--- src/rtl/sed_pkg.sv ---
// sed_pkg: shared types, character codes and helpers for the string escape decoder
// no dependencies; imported by every module of the block except sed_checker
`default_nettype none

package sed_pkg;

  typedef enum logic [2:0] {
    MODE_PLAIN = 3'd0,
    MODE_ESC   = 3'd1,
    MODE_ZERO  = 3'd2,
    MODE_HEX   = 3'd3,
    MODE_DEC   = 3'd4
  } mode_e;

  typedef struct packed {
    logic [7:0] data;
    logic       bad;
    logic       last;
  } item_t;

  typedef struct packed {
    logic [1:0] cnt;
    item_t      r0;
    item_t      r1;
  } step_t;

  localparam int unsigned OUTQ_DEPTH = 4;

  localparam logic [7:0] CH_NUL    = 8'h00;
  localparam logic [7:0] CH_BSLASH = 8'h5c;
  localparam logic [7:0] CH_QUOTE  = 8'h27;
  localparam logic [7:0] CH_N      = 8'h6e;
  localparam logic [7:0] CH_T      = 8'h74;
  localparam logic [7:0] CH_B      = 8'h62;
  localparam logic [7:0] CH_R      = 8'h72;
  localparam logic [7:0] CH_F      = 8'h66;
  localparam logic [7:0] CH_X_LO   = 8'h78;
  localparam logic [7:0] CH_X_UP   = 8'h58;
  localparam logic [7:0] CH_0      = 8'h30;
  localparam logic [7:0] CH_1      = 8'h31;
  localparam logic [7:0] CH_9      = 8'h39;
  localparam logic [7:0] CH_A_LO   = 8'h61;
  localparam logic [7:0] CH_F_LO   = 8'h66;
  localparam logic [7:0] CH_A_UP   = 8'h41;
  localparam logic [7:0] CH_F_UP   = 8'h46;

  localparam logic [7:0] CODE_LF  = 8'h0a;
  localparam logic [7:0] CODE_TAB = 8'h09;
  localparam logic [7:0] CODE_BS  = 8'h08;
  localparam logic [7:0] CODE_CR  = 8'h0d;
  localparam logic [7:0] CODE_FF  = 8'h0c;

  function automatic logic is_dec(input logic [7:0] c);
    return (c >= CH_0) && (c <= CH_9);
  endfunction

  function automatic logic is_hex(input logic [7:0] c);
    return is_dec(c) || ((c >= CH_A_LO) && (c <= CH_F_LO)) ||
           ((c >= CH_A_UP) && (c <= CH_F_UP));
  endfunction

  // letters a-f and A-F share their low three bits: 1..6 maps to 10..15
  function automatic logic [3:0] hex_val(input logic [7:0] c);
    logic [3:0] v;
    if (is_dec(c)) begin
      v = c[3:0];
    end else begin
      v = {1'b0, c[2:0]} + 4'd9;
    end
    return v;
  endfunction

endpackage

`default_nettype wire

--- src/rtl/sed_decode.sv ---
// sed_decode: escape state machine and numeric accumulator, one byte per request
// depends on sed_pkg; gives up to two result items per byte as a step_t
`default_nettype none

module sed_decode (
  input  logic           clk_i,
  input  logic           rst_ni,
  input  logic           accept_i,
  input  logic [7:0]     byte_i,
  output sed_pkg::step_t step_o
);
  import sed_pkg::*;

  mode_e      mode_q, mode_d;
  logic [7:0] acc_q, acc_d;
  item_t      p_item;
  logic       p_emit;
  mode_e      p_mode;
  item_t      acc_item;
  item_t      zero_item;
  logic [7:0] acc_x10;

  // plain-text handling of the current byte
  assign p_item    = '{data: byte_i, bad: 1'b0, last: (byte_i == CH_NUL)};
  assign p_emit    = (byte_i != CH_BSLASH);
  assign p_mode    = (byte_i == CH_BSLASH) ? MODE_ESC : MODE_PLAIN;
  assign acc_item  = '{data: acc_q, bad: 1'b0, last: 1'b0};
  assign zero_item = '{data: 8'h00, bad: 1'b0, last: 1'b0};
  assign acc_x10   = 8'({acc_q, 3'b000} + {acc_q, 1'b0});

  // next state
  always_comb begin
    mode_d = mode_q;
    acc_d  = acc_q;
    case (mode_q)
      MODE_ESC: begin
        mode_d = MODE_PLAIN;
        if (byte_i == CH_NUL) begin
          acc_d = 8'h00;
        end else if (byte_i == CH_0) begin
          mode_d = MODE_ZERO;
          acc_d  = 8'h00;
        end else if ((byte_i >= CH_1) && (byte_i <= CH_9)) begin
          mode_d = MODE_DEC;
          acc_d  = {4'h0, byte_i[3:0]};
        end
      end
      MODE_ZERO: begin
        if ((byte_i == CH_X_LO) || (byte_i == CH_X_UP)) begin
          mode_d = MODE_HEX;
        end else begin
          mode_d = p_mode;
        end
        acc_d = 8'h00;
      end
      MODE_HEX: begin
        if (is_hex(byte_i)) begin
          acc_d = {acc_q[3:0], hex_val(byte_i)};
        end else begin
          mode_d = p_mode;
          acc_d  = 8'h00;
        end
      end
      MODE_DEC: begin
        if (is_dec(byte_i)) begin
          acc_d = 8'(acc_x10 + {4'h0, byte_i[3:0]});
        end else begin
          mode_d = p_mode;
          acc_d  = 8'h00;
        end
      end
      default: begin
        mode_d = p_mode;
        if (byte_i == CH_NUL) begin
          acc_d = 8'h00;
        end
      end
    endcase
  end

  // result items
  always_comb begin
    step_o = '0;
    case (mode_q)
      MODE_ESC: begin
        step_o.cnt = 2'd1;
        case (byte_i)
          CH_NUL:    step_o.r0 = '{data: 8'h00, bad: 1'b0, last: 1'b1};
          CH_N:      step_o.r0 = '{data: CODE_LF, bad: 1'b0, last: 1'b0};
          CH_T:      step_o.r0 = '{data: CODE_TAB, bad: 1'b0, last: 1'b0};
          CH_B:      step_o.r0 = '{data: CODE_BS, bad: 1'b0, last: 1'b0};
          CH_R:      step_o.r0 = '{data: CODE_CR, bad: 1'b0, last: 1'b0};
          CH_F:      step_o.r0 = '{data: CODE_FF, bad: 1'b0, last: 1'b0};
          CH_BSLASH: step_o.r0 = '{data: CH_BSLASH, bad: 1'b0, last: 1'b0};
          CH_QUOTE:  step_o.r0 = '{data: CH_QUOTE, bad: 1'b0, last: 1'b0};
          default: begin
            if (is_dec(byte_i)) begin
              step_o.cnt = 2'd0;
            end else begin
              step_o.r0 = '{data: 8'h00, bad: 1'b1, last: 1'b0};
            end
          end
        endcase
      end
      MODE_ZERO: begin
        if ((byte_i != CH_X_LO) && (byte_i != CH_X_UP)) begin
          step_o.r0  = zero_item;
          step_o.r1  = p_item;
          step_o.cnt = p_emit ? 2'd2 : 2'd1;
        end
      end
      MODE_HEX: begin
        if (!is_hex(byte_i)) begin
          step_o.r0  = acc_item;
          step_o.r1  = p_item;
          step_o.cnt = p_emit ? 2'd2 : 2'd1;
        end
      end
      MODE_DEC: begin
        if (!is_dec(byte_i)) begin
          step_o.r0  = acc_item;
          step_o.r1  = p_item;
          step_o.cnt = p_emit ? 2'd2 : 2'd1;
        end
      end
      default: begin
        step_o.r0  = p_item;
        step_o.cnt = {1'b0, p_emit};
      end
    endcase
  end

  always_ff @(posedge clk_i or negedge rst_ni) begin
    if (!rst_ni) begin
      mode_q <= MODE_PLAIN;
      acc_q  <= 8'h00;
    end else if (accept_i) begin
      mode_q <= mode_d;
      acc_q  <= acc_d;
    end
  end

endmodule

`default_nettype wire

--- src/rtl/sed_outq.sv ---
// sed_outq: small result queue taking up to two items per cycle, one out per cycle
// depends on sed_pkg for item_t and step_t
`default_nettype none

module sed_outq #(
  parameter int unsigned Depth = sed_pkg::OUTQ_DEPTH
) (
  input  logic           clk_i,
  input  logic           rst_ni,
  input  logic           push_i,
  input  sed_pkg::step_t step_i,
  input  logic           pop_i,
  output logic           valid_o,
  output logic           full_o,
  output sed_pkg::item_t head_o
);
  import sed_pkg::*;

  localparam int unsigned PtrW = (Depth > 1) ? $clog2(Depth) : 1;
  localparam int unsigned CntW = $clog2(Depth + 1);

  item_t           mem_q [Depth];
  logic [PtrW-1:0] wr_q, wr_d, wr1, rd_q, rd_d;
  logic [CntW-1:0] count_q, count_d;
  logic [1:0]      n_push;
  logic            do_pop;

  function automatic logic [PtrW-1:0] inc(input logic [PtrW-1:0] p);
    return (p == PtrW'(Depth - 1)) ? '0 : PtrW'(p + 1'b1);
  endfunction

  assign n_push  = push_i ? step_i.cnt : 2'd0;
  assign do_pop  = pop_i && valid_o;
  assign wr1     = inc(wr_q);
  assign wr_d    = (n_push == 2'd2) ? inc(wr1) : ((n_push == 2'd1) ? wr1 : wr_q);
  assign rd_d    = do_pop ? inc(rd_q) : rd_q;
  assign count_d = CntW'(count_q + CntW'(n_push) - CntW'(do_pop));

  assign valid_o = (count_q != '0);
  // room for two items is needed before a new request is taken
  assign full_o  = (count_q > CntW'(Depth - 2));
  assign head_o  = mem_q[rd_q];

  always_ff @(posedge clk_i) begin
    if (n_push != 2'd0) begin
      mem_q[wr_q] <= step_i.r0;
    end
    if (n_push == 2'd2) begin
      mem_q[wr1] <= step_i.r1;
    end
  end

  always_ff @(posedge clk_i or negedge rst_ni) begin
    if (!rst_ni) begin
      wr_q    <= '0;
      rd_q    <= '0;
      count_q <= '0;
    end else begin
      wr_q    <= wr_d;
      rd_q    <= rd_d;
      count_q <= count_d;
    end
  end

endmodule

`default_nettype wire

--- src/rtl/string_escape_decoder_unit.sv ---
// string escape decoder: one source byte per cycle in while in_stall_o is low, decoded bytes out.
// a decoded byte is written to the result queue and shows once earlier results have left.
// throughput: one byte per cycle while in_stall_o is low; a byte that closes a number can give
// two results, which leave one at a time and are absorbed by the OutqDepth-entry result queue.
// reset: mode returns to plain text, accumulator to zero, result queue empties.
// depends on sed_pkg, sed_decode and sed_outq
`default_nettype none

module string_escape_decoder_unit #(
  parameter int unsigned OutqDepth = sed_pkg::OUTQ_DEPTH
) (
  input  logic       clk_i,
  input  logic       rst_ni,
  input  logic       in_valid_i,
  output logic       in_stall_o,
  input  logic [7:0] in_byte_i,
  output logic       out_valid_o,
  input  logic       out_stall_i,
  output logic [7:0] out_byte_o,
  output logic       bad_escape_o,
  output logic       is_last_o
);
  import sed_pkg::*;

  logic  accept;
  logic  q_full;
  step_t step;
  item_t head;

  assign in_stall_o = q_full;
  assign accept     = in_valid_i && !q_full;

  sed_decode u_decode (
    .clk_i    (clk_i),
    .rst_ni   (rst_ni),
    .accept_i (accept),
    .byte_i   (in_byte_i),
    .step_o   (step)
  );

  sed_outq #(
    .Depth (OutqDepth)
  ) u_outq (
    .clk_i   (clk_i),
    .rst_ni  (rst_ni),
    .push_i  (accept),
    .step_i  (step),
    .pop_i   (!out_stall_i),
    .valid_o (out_valid_o),
    .full_o  (q_full),
    .head_o  (head)
  );

  assign out_byte_o   = head.data;
  assign bad_escape_o = head.bad;
  assign is_last_o    = head.last;

endmodule

`default_nettype wire

--- config.mk ---
export PLATFORM = sky130hd
export DESIGN_NAME = string_escape_decoder_unit
export DESIGN_NICKNAME = d
export VERILOG_FILES = /design/src/rtl/sed_pkg.sv /design/src/rtl/sed_decode.sv /design/src/rtl/sed_outq.sv /design/src/rtl/string_escape_decoder_unit.sv
export SDC_FILE = /design/constraint.sdc
export NUM_CORES = 1
export LEC_CHECK = 0
export BUFFER_PORTS_ARGS = -buffer_cell sky130_fd_sc_hd__buf_2
export CORE_MARGIN = 8
export CORE_UTILIZATION = 29
export DETAILED_ROUTE_END_ITERATION = 8
export PLACE_DENSITY = 0.4
export SLEW_MARGIN = 20
export SYNTH_ARGS = -nofsm -noshare
export SYNTH_HDL_FRONTEND = slang
export SYNTH_SLANG_ARGS = --single-unit
export TNS_END_PERCENT = 10
--- constraint.sdc ---
create_clock -name clk_i -period 6.6 [get_ports clk_i]
set_input_delay 1.32 -clock clk_i [delete_from_list [all_inputs] [get_ports clk_i]]
set_output_delay 1.32 -clock clk_i [all_outputs]
set_load 0.05 [all_outputs]
==> results.py <==
metrics = {
    "min_path": {
        "min_path_type": "reg2reg",
        "hold_end": "u_outq.mem_q[1][1]$_SDFFE_PP0P_",
        "worstHoldStart": "u_outq.mem_q[1][1]$_SDFFE_PP0P_",
        "hold-path-cell-count": 2,
    },
    "logic_synthesis": {
        "synth_cell_types": 64,
        "synth.cell_area_um2": 4049,
        "postSynth.asyncResetShare_pct": 31.03,
        "synth_xor_area_share_pct": 2.596,
        "synth_mux_area_share_pct": 7.138,
        "synthCells": 410,
        "synthMostInstantiatedCell": "nor2_1",
        "seq_area_frac_synth_pct": 39.80,
        "syn_nets": 453,
        "synth_compound_area_share_pct": 19.16,
        "synth-simple-area-share_pct": 16.81,
        "synth_top_family_by_area": "compound AO/OA/AOI/OAI gates",
        "yosysWarningCount": 0,
        "ys_ff_latch": 58,
        "synth_edf_count": 36,
        "synth.largest_area_cell": "edfxtp_1",
        "synth_flop_cell": "edfxtp_1",
        "synthAdderAreaFrac_pct": 10.14,
        "synthTopCellsByCount": "43 x nor2_1, 40 x nand2_1, 36 x edfxtp_1",
        "ys_top_cells_by_area": "edfxtp_1 27%, dfrtp_1 11%, ha_1 8.7%",
        "synth_top_area_share_pct": 26.70,
        "avgSynthCellArea_um2": 9.875,
    },
    "sta": {
        "fin_skew_ns": 0.01086,
        "max_freq_mhz": 217.9,
        "rsz0062_at_grt": "false",
        "worst_pin_slew_ns": 0.8582,
        "finalHoldViolations": 0,
        "fin_tns_setup_ns": 0,
        "slew_headroom_pct": 42.58,
        "period_needed_ns": 4.590,
        "setup_viol": 0,
        "maxSlewViolCount": 0,
        "setup_ws_ns": 2.010,
        "fin_crit_sh_pct": 69.55,
    },
    "critical_path": {
        "crit-reg2reg-launch": "u_decode.mode_q[2]$_DFFE_PN0P_",
        "critPathArrivalTime_ns": 4.74,
        "crit_path_max_fanout": 11,
        "r2r-end": "u_outq.mem_q[0][0]$_DFFE_PP_",
        "critPathSlowestCell": "o31ai_2",
        "cp-start-kind": "primary input",
        "endpoint_kind": "flip-flop",
        "r2r.worst_path.cells": 10,
        "worstPathRequired_ns": 6.75,
        "crit_type": "in2reg",
        "path_cells": "buf_2, inv_1, ha_1, o21bai_1, a21o_1, inv_2, nor2_1, o31ai_2, inv_2, ha_1, nand2_1, nand2_1, a21oi_1, a21oi_1, nor2_1",
        "worst_path_largest_cell_delay_ns": 0.52,
        "r2r_setup_slack_ns": 3.07,
    },
    "detailed_routing": {
        "wl_per_cell_um": 18.82,
        "drc": 0,
        "via_per_inst": 5.275,
        "initialDrtViolationCount": 235,
        "ant_nets": 0,
        "vias": 3202,
        "drt-total-wl_um": 11420,
        "drtPass1Iterations": 4,
    },
    "place": {
        "port_buffers": 23,
        "dp_hpwl_um": 8928,
        "gp_congestion": 0.8848,
        "place_ws_ns": 1.725,
    },
    "layout": {
        "fill_cells": 1461,
        "final_nets": 465,
        "antenna_cells": 0,
        "area_delta_synth_final_pct": 13.23,
        "drive_above_1_share_pct": 13.82,
    },
    "clock_network": {
        "clkSinkCount": 58,
        "cts_tree": "done",
        "clk_pin_slew_ns": 0.05,
        "htreeDepth": 3,
        "numCtsBuffers": 9,
        "cts_resized": 0,
        "cts_max_path_buffers": 2,
        "clock-root-buffer": "clkbuf_16",
        "postCtsSetupBuffers": 0,
        "clock_latency_ns": 0.32,
        "ctsHoldBuffers": 0,
    },
    "floorplanning": {
        "die_y_um": 134.2,
        "fp-row-count": 43,
        "ioPinCount": 24,
        "core_um2": 13770,
        "initial_core_util_pct": 29.40,
        "die_area_um2": 18000,
        "fp.dieW_um": 134.2,
    },
    "global_route": {
        "grt_pass1_vias": 3331,
        "grt_first_pass_wirelength_um": 18420,
        "grt_max_degree": 19,
        "overflow": 0,
        "grt_use_total_pct": 13.03,
        "antenna_found_initial": 0,
    },
    "power_and_ir_drop": {
        "total_power_w": 0.001998,
        "leakage_nw": 1.778,
        "pwr_density_cell_nw_per_um2": 435.8,
        "vdd_ir_drop_max_uv": 204.4,
    },
    "job": {
        "drv_cap": 0,
    },
    "run_status": {
        "outcome": "finished, final reports clean",
    },
}
==> through the flow <==
stage	area [um2]	hold slack [ns]	util [%]	instances
floorplan	4049	0.4310	-	410
global placement	4280	0.4721	31.08	591
detailed placement	4280	0.4613	31.08	591
CTS	4584	0.4708	33.28	607
global route	4584	0.5048	33.28	607
finish	4584	0.4661	33.28	607
==> power breakdown <==
group / internal, W / switching [W] / leakage (nW) / total, W
clock: 0.000328 / 0.000156 / 0.146 / 0.000484
combinational: 0.000351 / 0.000562 / 1.06 / 0.000913
sequential: 0.000487 / 0.000113 / 0.573 / 0.000600
==> worst max-delay path by stage <==
stage	startpoint	endpoint	slack [ns]	cells after the start
6_report	in_byte_i[0]	u_outq.mem_q[0][0]$_DFFE_PP_	2.01	15
5_1_grt	in_byte_i[0]	u_outq.mem_q[0][0]$_DFFE_PP_	1.66	15
4_1_cts	in_byte_i[1]	u_outq.mem_q[0][0]$_DFFE_PP_	2.04	15
3_5_place_dp	in_byte_i[1]	u_outq.mem_q[0][0]$_DFFE_PP_	1.72	15
3_3_place_gp	in_byte_i[1]	u_outq.mem_q[0][0]$_DFFE_PP_	1.75	15
2_1_floorplan	in_byte_i[0]	u_outq.mem_q[0][0]$_DFFE_PP_	2.43	12
==> critical path: cells and delay by family <==
| kind | cells | cell delay, ns |
|---|---|---|
| adders and majority gates | 2 | 0.65 |
| buffers and inverters | 4 | 0.61 |
| and+or+nand+nor | 4 | 0.75 |
| AOI/OAI and AO/OA | 5 | 1.40 |
==> registers in the layout, indices dropped and copies added, names as in the netlist <==
signal	count
u_outq.rd_q	2
u_decode.mode_q	3
u_outq.count_q	3
u_outq.mem_q	40
u_decode.acc_q	8
u_outq.wr_q	2
==> final cells by class <==
| class | instances | area [um2] | share of cell area (%) |
|---|---|---|---|
| multi-input combinational | 312 | 2261 | 49.32 |
| sequential | 58 | 1612 | 35.15 |
| clock buffer | 12 | 236.5 | 5.158 |
| tap | 180 | 225.2 | 4.913 |
| timing repair buffer | 23 | 115.1 | 2.511 |
| clock inverter | 4 | 67.56 | 1.474 |
| inverter | 18 | 67.56 | 1.474 |
==> routing by layer <==
metal	vias up	wire length, um	GRT usage, %
met5	-	0	0
met4	0	235	5.365
met3	17	559	3.366
met2	70	5324	20.70
met1	1571	5305	16.44
li1	1544	-	-
==> cells by family after synthesis <==
group,count (synthesis)
AOI/OAI and AO/OA,114
xor gates and xnor gates,12
adders and majority gates,31
buffers and inverters,40
DFF,58
muxes,16
and+or+nand+nor,139
==> layout by cell type (no fill, tap or decap), types with 3 or more instances in the layout <==
| master | count |
|---|---|
| a22oi_1 | 5 |
| nor3b_1 | 3 |
| o21ai_1 | 5 |
| nand3_1 | 11 |
| nand2b_1 | 9 |
| a22o_1 | 17 |
| o31ai_1 | 4 |
| mux2_2 | 3 |
| a21oi_1 | 33 |
| clkbuf_16 | 9 |
| o22ai_1 | 8 |
| nand2_1 | 40 |
| a21o_1 | 5 |
| edfxtp_1 | 36 |
| o21ai_0 | 14 |
| and2_1 | 7 |
| buf_2 | 23 |
| inv_1 | 16 |
| xnor2_1 | 9 |
| dfrtp_1 | 18 |
| clkbuf_1 | 3 |
| mux4_2 | 10 |
| a31oi_1 | 4 |
| xor2_1 | 3 |
| mux2i_1 | 3 |
| dfxtp_1 | 4 |
| o32ai_1 | 3 |
| nor2_1 | 43 |
| nor2b_1 | 4 |
| ha_1 | 28 |
| fa_1 | 3 |
| nor3_1 | 4 |
No activity file was read; power rests on OpenSTA's default activity.
